[src/rtl/vcs_pkg.sv]
// ----------------------------------------------------------------------------
// vcs_pkg
// Shared types and constants for the vertex cache simulator.
// ----------------------------------------------------------------------------
package vcs_pkg;

	localparam int VERTEX_BITS     = 32;  // width of the vertex index field
	localparam int COUNT_BITS      = 32;  // width of the running counters
	localparam int POS_BITS        = 5;   // width of the reported position
	localparam int MAX_POS_BITS    = 6;   // slot number width at the deepest cache
	localparam int OUT_DATA_BITS   = 72;  // 70 bits of result fields, byte padded
	localparam int DEF_CACHE_DEPTH = 32;
	localparam int DEF_INDEX_BITS  = 32;

	localparam logic [COUNT_BITS-1:0] COUNT_MAX = '1;

	typedef enum logic {
		CMD_ACCESS = 1'b0,
		CMD_CLEAR  = 1'b1
	} cmd_t;

	// outcome of one lookup
	typedef struct packed {
		logic                    hit;
		logic [MAX_POS_BITS-1:0] pos;
	} lookup_t;

	// list update requested for the current transaction
	typedef struct packed {
		logic clear;     // empty every slot
		logic fill;      // miss: shift everything, insert at the front
		logic lru_move;  // hit in lru mode: move the hit slot to the front
	} update_t;

endpackage

[src/rtl/vertex_cache_simulator.sv]
// ----------------------------------------------------------------------------
// vertex_cache_simulator
// Post-transform vertex cache model with hit position and saturating counts.
// ----------------------------------------------------------------------------
// Takes one transaction per clock unless the output stalls, and returns one
// result per transaction via the input and result registers. Each access is
// looked up in all slots at once and the list is updated in the same cycle,
// so throughput is set by that single compare-and-shift step between the
// input register and the result register. tuser carries the command (access
// or clear); a clear empties the list and zeroes both counters. The
// update_on_hit register selects lru (1) or fifo (0) behaviour on a hit and
// should only be written while no transaction is in flight.
module vertex_cache_simulator import vcs_pkg::*; #(
	parameter int CACHE_DEPTH = DEF_CACHE_DEPTH,
	parameter int INDEX_BITS  = DEF_INDEX_BITS
) (
	input  logic                     clk,
	input  logic                     arst_n,
	input  logic                     cfg_wen,
	input  logic                     cfg_wdata,     // update_on_hit
	input  logic                     s_tvalid,
	output logic                     s_tready,
	input  logic [VERTEX_BITS-1:0]   s_tdata,       // vertex_index
	input  logic                     s_tuser,       // command
	output logic                     m_tvalid,
	input  logic                     m_tready,
	output logic [OUT_DATA_BITS-1:0] m_tdata        // hit, position, miss_count,
	                                                // access_count, 2 bits zero
);

	logic                   update_on_hit_q;

	logic                   valid_s1;
	cmd_t                   cmd_s1;
	logic [INDEX_BITS-1:0]  index_s1;

	logic                   valid_s2;
	logic                   hit_s2;
	logic [POS_BITS-1:0]    pos_s2;
	logic [COUNT_BITS-1:0]  misses_s2;
	logic [COUNT_BITS-1:0]  accesses_s2;

	logic [COUNT_BITS-1:0]  misses_q;
	logic [COUNT_BITS-1:0]  accesses_q;

	logic                   advance;
	logic                   is_access;
	logic                   hit;
	logic [COUNT_BITS-1:0]  misses_next;
	logic [COUNT_BITS-1:0]  accesses_next;

	logic [INDEX_BITS-1:0]  entry_index [CACHE_DEPTH];
	logic [CACHE_DEPTH-1:0] entry_valid;
	lookup_t                lookup;
	update_t                upd;

	assign advance  = valid_s1 && (!valid_s2 || m_tready);
	assign s_tready = !valid_s1 || advance;

	always_ff @(posedge clk or negedge arst_n) begin
		if (!arst_n) begin
			update_on_hit_q <= 1'b0;
		end else if (cfg_wen) begin
			update_on_hit_q <= cfg_wdata;
		end
	end

	// input stage
	always_ff @(posedge clk or negedge arst_n) begin
		if (!arst_n) begin
			valid_s1 <= 1'b0;
		end else if (s_tready) begin
			valid_s1 <= s_tvalid;
		end
	end

	always_ff @(posedge clk) begin
		if (s_tvalid && s_tready) begin
			cmd_s1   <= cmd_t'(s_tuser);
			index_s1 <= s_tdata[INDEX_BITS-1:0];
		end
	end

	vcs_match #(
		.CACHE_DEPTH(CACHE_DEPTH),
		.INDEX_BITS (INDEX_BITS)
	) u_match (
		.entry_index(entry_index),
		.entry_valid(entry_valid),
		.key        (index_s1),
		.result     (lookup)
	);

	assign is_access    = (cmd_s1 == CMD_ACCESS);
	assign hit          = is_access && lookup.hit;
	assign upd.clear    = advance && !is_access;
	assign upd.fill     = advance && is_access && !lookup.hit;
	assign upd.lru_move = advance && is_access && lookup.hit && update_on_hit_q;

	vcs_entries #(
		.CACHE_DEPTH(CACHE_DEPTH),
		.INDEX_BITS (INDEX_BITS)
	) u_entries (
		.clk        (clk),
		.arst_n     (arst_n),
		.upd        (upd),
		.lookup     (lookup),
		.key        (index_s1),
		.entry_index(entry_index),
		.entry_valid(entry_valid)
	);

	// saturating counters
	always_comb begin
		misses_next   = misses_q;
		accesses_next = accesses_q;
		if (!is_access) begin
			misses_next   = '0;
			accesses_next = '0;
		end else begin
			if (accesses_q != COUNT_MAX) begin
				accesses_next = accesses_q + COUNT_BITS'(1);
			end
			if (!lookup.hit && (misses_q != COUNT_MAX)) begin
				misses_next = misses_q + COUNT_BITS'(1);
			end
		end
	end

	always_ff @(posedge clk or negedge arst_n) begin
		if (!arst_n) begin
			misses_q   <= '0;
			accesses_q <= '0;
			valid_s2   <= 1'b0;
		end else begin
			if (advance) begin
				misses_q   <= misses_next;
				accesses_q <= accesses_next;
			end
			if (advance) begin
				valid_s2 <= 1'b1;
			end else if (m_tready) begin
				valid_s2 <= 1'b0;
			end
		end
	end

	// result stage
	always_ff @(posedge clk) begin
		if (advance) begin
			hit_s2      <= hit;
			pos_s2      <= hit ? lookup.pos[POS_BITS-1:0] : '0;
			misses_s2   <= misses_next;
			accesses_s2 <= accesses_next;
		end
	end

	assign m_tvalid = valid_s2;
	assign m_tdata  = {2'b00, accesses_s2, misses_s2, pos_s2, hit_s2};

	// clear leaves no valid slot behind
	a_clear_empties: assert property (@(posedge clk) disable iff (!arst_n)
		upd.clear |=> (entry_valid == '0))
		else $error("slots still valid after clear");

	// misses never run ahead of accesses
	a_miss_le_access: assert property (@(posedge clk) disable iff (!arst_n)
		valid_s2 |-> (misses_s2 <= accesses_s2))
		else $error("miss count above access count");

	// a miss or clear reports slot zero
	a_miss_pos_zero: assert property (@(posedge clk) disable iff (!arst_n)
		(valid_s2 && !hit_s2) |-> (pos_s2 == '0))
		else $error("non-zero position without a hit");

	// a stalled input stage keeps its transaction
	a_s1_hold: assert property (@(posedge clk) disable iff (!arst_n)
		(valid_s1 && !advance) |=> (valid_s1 && $stable(index_s1) && $stable(cmd_s1)))
		else $error("input stage lost a transaction");

endmodule

[src/rtl/vcs_match.sv]
// ----------------------------------------------------------------------------
// vcs_match
// Parallel compare of a key with every valid slot, newest match wins.
// ----------------------------------------------------------------------------
module vcs_match import vcs_pkg::*; #(
	parameter int CACHE_DEPTH = DEF_CACHE_DEPTH,
	parameter int INDEX_BITS  = DEF_INDEX_BITS
) (
	input  logic [INDEX_BITS-1:0]  entry_index [CACHE_DEPTH],
	input  logic [CACHE_DEPTH-1:0] entry_valid,
	input  logic [INDEX_BITS-1:0]  key,
	output lookup_t                result
);

	// scan from the oldest slot down so the lowest matching slot is kept
	always_comb begin
		result = '0;
		for (int i = CACHE_DEPTH - 1; i >= 0; i--) begin
			if (entry_valid[i] && (entry_index[i] == key)) begin
				result.hit = 1'b1;
				result.pos = MAX_POS_BITS'(i);
			end
		end
	end

endmodule

[src/rtl/vcs_entries.sv]
// ----------------------------------------------------------------------------
// vcs_entries
// Ordered slot list, newest at slot 0, with shift-in and move-to-front.
// ----------------------------------------------------------------------------
module vcs_entries import vcs_pkg::*; #(
	parameter int CACHE_DEPTH = DEF_CACHE_DEPTH,
	parameter int INDEX_BITS  = DEF_INDEX_BITS
) (
	input  logic                   clk,
	input  logic                   arst_n,
	input  update_t                upd,
	input  lookup_t                lookup,
	input  logic [INDEX_BITS-1:0]  key,
	output logic [INDEX_BITS-1:0]  entry_index [CACHE_DEPTH],
	output logic [CACHE_DEPTH-1:0] entry_valid
);

	logic [CACHE_DEPTH-1:0] shift_en;
	logic                   write_front;

	assign write_front = upd.fill || upd.lru_move;

	// a slot takes its newer neighbour on a miss, or up to the hit slot on a move
	always_comb begin
		for (int i = 0; i < CACHE_DEPTH; i++) begin
			shift_en[i] = upd.fill || (upd.lru_move && (MAX_POS_BITS'(i) <= lookup.pos));
		end
	end

	always_ff @(posedge clk or negedge arst_n) begin
		if (!arst_n) begin
			entry_valid <= '0;
		end else if (upd.clear) begin
			entry_valid <= '0;
		end else if (write_front) begin
			for (int i = 1; i < CACHE_DEPTH; i++) begin
				if (shift_en[i]) begin
					entry_valid[i] <= entry_valid[i-1];
				end
			end
			entry_valid[0] <= 1'b1;
		end
	end

	always_ff @(posedge clk) begin
		if (write_front) begin
			for (int i = 1; i < CACHE_DEPTH; i++) begin
				if (shift_en[i]) begin
					entry_index[i] <= entry_index[i-1];
				end
			end
			entry_index[0] <= key;
		end
	end

endmodule
[config.mk]
export PLATFORM = sky130hd
export DESIGN_NAME = vertex_cache_simulator
export DESIGN_NICKNAME = d
export VERILOG_FILES = /design/src/rtl/vcs_pkg.sv /design/src/rtl/vertex_cache_simulator.sv /design/src/rtl/vcs_match.sv /design/src/rtl/vcs_entries.sv
export SDC_FILE = /design/constraint.sdc
export NUM_CORES = 2
export LEC_CHECK = 0
export BUFFER_PORTS_ARGS = -buffer_cell sky130_fd_sc_hd__buf_2
export CAP_MARGIN = 5
export CELL_PAD_IN_SITES_DETAIL_PLACEMENT = 2
export CELL_PAD_IN_SITES_GLOBAL_PLACEMENT = 2
export CORE_UTILIZATION = 46
export CTS_CLUSTER_DIAMETER = 200
export DETAILED_ROUTE_END_ITERATION = 12
export PLACE_DENSITY = 0.79
export SYNTH_ARGS = -nofsm -noshare
export SYNTH_HDL_FRONTEND = slang
export SYNTH_SLANG_ARGS = --single-unit
[constraint.sdc]
create_clock -name clk -period 7.7 [get_ports clk]
set_clock_uncertainty 0.15 [all_clocks]
set_input_delay 0 -clock clk [delete_from_list [all_inputs] [get_ports clk]]
set_output_delay 0 -clock clk [all_outputs]
set_load 0.05 [all_outputs]
==> metrics.txt <==
leading area contributor after synthesis=edfxtp_1; Post-synth EDFFs=1127; Overflow after GRT=0; First-pass DRT Iterations=6; first-pass GRT wire length=334000 um; status=finished, final reports clean; Area Overhead vs Synth=13.6%; Final period util=0.913; antenna violation net count after detailed routing=0; share of synthesized registers carrying an async set or reset=0.0808; critical path fanouts, max=35; max-slew violations=0; Compound-Gate Fraction of Synth Area=0.0219; warning count from the yosys run=0; gpl congestion=0.980; core area=122000 um^2; Multi-input gate area=18700 um^2; IO Port Bufs=110; WL/cell=39.1 um; final hold vios=0; Max Freq=around 0.14 GHz; Clock Latency Late Sink=roughly 0.8 ns; Root Driver=clkbuf_16; R2R setup slack=about 0.67 ns; CP Class=reg -> reg; RSZ-0062 raised after global routing=false; num rows=128; TritonCTS Sinks=between 1000 and 1500; ys flop type=edfxtp_1; top cells by count, synth=1127 x edfxtp_1, 742 x xor2_1, 329 x xnor2_1; vias in the first global route=around 43000; number of max-cap violations=0; CTS buffer count=139; Synth Instances=4044; drt initial violations=4799; IO Pins=around 110; Final Power=16.3 mW; largest net degree at the start of global routing=74; Die Area=approximately 120000 um^2; Final TNS setup=0 ns; Synth top area share=0.598; Post-route DRC=0; xor/xnor share of the synthesized area=0.166; CP required=8.21 ns; portion of netlist area occupied by mux cells=0.00914; Synth cell types=100; Vias/cell=6.59; CTS Buffer Depth=3; power density over the cells=254 nW/um^2; storage element area=36300 um^2; syn_area_per_cell=14.0 um^2; htree depth=4; chip height=353 um; gr usage total=0.379; DR vias=40000; worst-margin pin slew=1.43 ns; largest family of logic cells by synthesized area=XOR/XNOR gates; Hold Slack=around 0.21 ns; Fillers=11100; CTS tree=yes; sequential-to-total area share from yosys stat=0.642; starting density of the core=0.464; hpwl dp=160000 um; final setup fails=0; adder-cell share of the synthesized area=0.000442; Hold WC Path Type=in -> async; Post-Route WL=about 240000 um; Mapped Area=56600 um^2; Die X=roughly 350 um; Seq cells post-synth=roughly 1200; final core occ=0.527; min Tclk post-route=7.03 ns; crit end category=flip-flop; Clock transition at path regs=0.06 ns; count leader, synth=edfxtp_1; Max VDD drop=0.200 mV; NumNets Final=4360; Simple-Gate Fraction of Synth Area=0.131; Worst slew margin=0.0488; layout cells sized above 1=0.115; Synth area leaders=edfxtp_1 60%, xor2_1 11%, xnor2_1 5.1%, dfrtp_1 4.4%, nor4_1 3.4%; Leak=between 20 and 25 nW; arrival time of the worst setup path=7.53 ns; crit path launch type=flip-flop; initial antenna violation count=16; setup bufs post-CTS=0
## report_power, final
| group | internal (mW) | switching (mW) | total [mW] |
|---|---|---|---|
| sequential | 7.53 | 0.294 | 7.82 |
| clock | 3.87 | 3.04 | 6.91 |
| combinational | 0.425 | 1.15 | 1.58 |
## placed cells by master, fill, tap and decap left out, drive strengths merged, types with 8 or more instances in the layout
master	n
edfxtp	1127
xor2	742
xnor2	329
nor4	314
nand2	247
buf	226
clkbuf	184
nor2	170
nand4	169
dfrtp	99
nand3	95
dlygate4sd3	77
o21ai	69
nor3	64
clkinv	54
mux2i	49
inv	47
nand2b	38
a21oi	31
nand4b	29
and3	28
or4	27
or3	26
nor4b	25
and4	18
bufinv	11
o31ai	11
o2111ai	11
and2	10
or2	9
or3b	9
diode	8
## routing by layer
| metal | share of wire | routed length [um] | track usage |
|---|---|---|---|
| met5 | 0.00046 | 109 | 0 |
| met1 | 0.37 | 86900 | 0.463 |
| met4 | 0.067 | 15900 | 0.225 |
| met2 | 0.47 | 112000 | 0.610 |
| met3 | 0.096 | 22900 | 0.0922 |
## cell families (layout without fill, tap and decap cells)
| family | count (synthesis) | after routing |
|---|---|---|
| XOR/XNOR | 1071 | 1071 |
| AO/OA/AOI/OAI | 174 | 174 |
| adder cells (fa/ha/maj) | 2 | 2 |
| other | 1 | 10 |
| AND/OR/NAND/NOR | 1309 | 1309 |
| buffers and inverters | 210 | 601 |
| flip-flops | 1226 | 1226 |
| multiplexers | 51 | 51 |
## area by class of cell
class                   instances  share of cell area
well taps                    1625              0.0317
inverters                      40             0.00238
repair buffers                303              0.0378
clock inverters                74              0.0115
flip-flops and latches       1226               0.565
diodes                          8            0.000312
clock buffers                 184              0.0592
multi-input cells            2609               0.292
## worst max-delay path, stage by stage (launching register included)
cell	delay, ns
edfxtp_1	1.14
buf_4	0.45
xor2_1	0.67
nor3_1	0.14
nand3_1	0.12
or3_1	0.26
nand4_1	0.38
nor4_4	0.80
nand2_1	0.56
a21oi_4	0.27
buf_4	0.48
a21boi_4	1.06
mux2i_1	0.28
nor2_1	0.08
## flip-flops by register name (all words and copies together) (netlist names)
name	count
u_entries.entry_index	1024
accesses_q	32
accesses_s2	32
index_s1	32
misses_q	32
misses_s2	32
u_entries.entry_valid	32
pos_s2	5
cmd_s1	1
hit_s2	1
m_tvalid	1
update_on_hit_q	1
valid_s1	1
## through the flow
stage | instance area, um^2 | setup WS [ns] | instances
floorplan | 56600 | 1.45 | 4045
detailed placement | 58900 | 1.20 | 5725
global placement | 58900 | 1.48 | 5725
CTS | 64200 | 1.09 | 6061
finish | 64200 | 0.672 | 6069
global route | 64200 | 0.645 | 6062
## what timing repair did
item / CTS / global route
endpoints found under the hold margin: 150 / 0
hold buffers: 78 / 0
gates resized for setup: 0 / 0
## worst paths after layout
path | from | to | cells past startpoint
worst min register to register | u_entries.entry_index[624] | u_entries.entry_index[592] | 0
min in group clk | u_entries.entry_index[624] | u_entries.entry_index[592] | 0
worst max-delay path | index_s1[19] | u_entries.entry_valid[6] | 13
max in group asynchronous | arst_n | u_entries.entry_valid[12] | 4
worst max register to register | index_s1[19] | u_entries.entry_valid[6] | 13
worst min-delay path | arst_n | accesses_q[2] | 4
(Power assumes the default switching activity.)
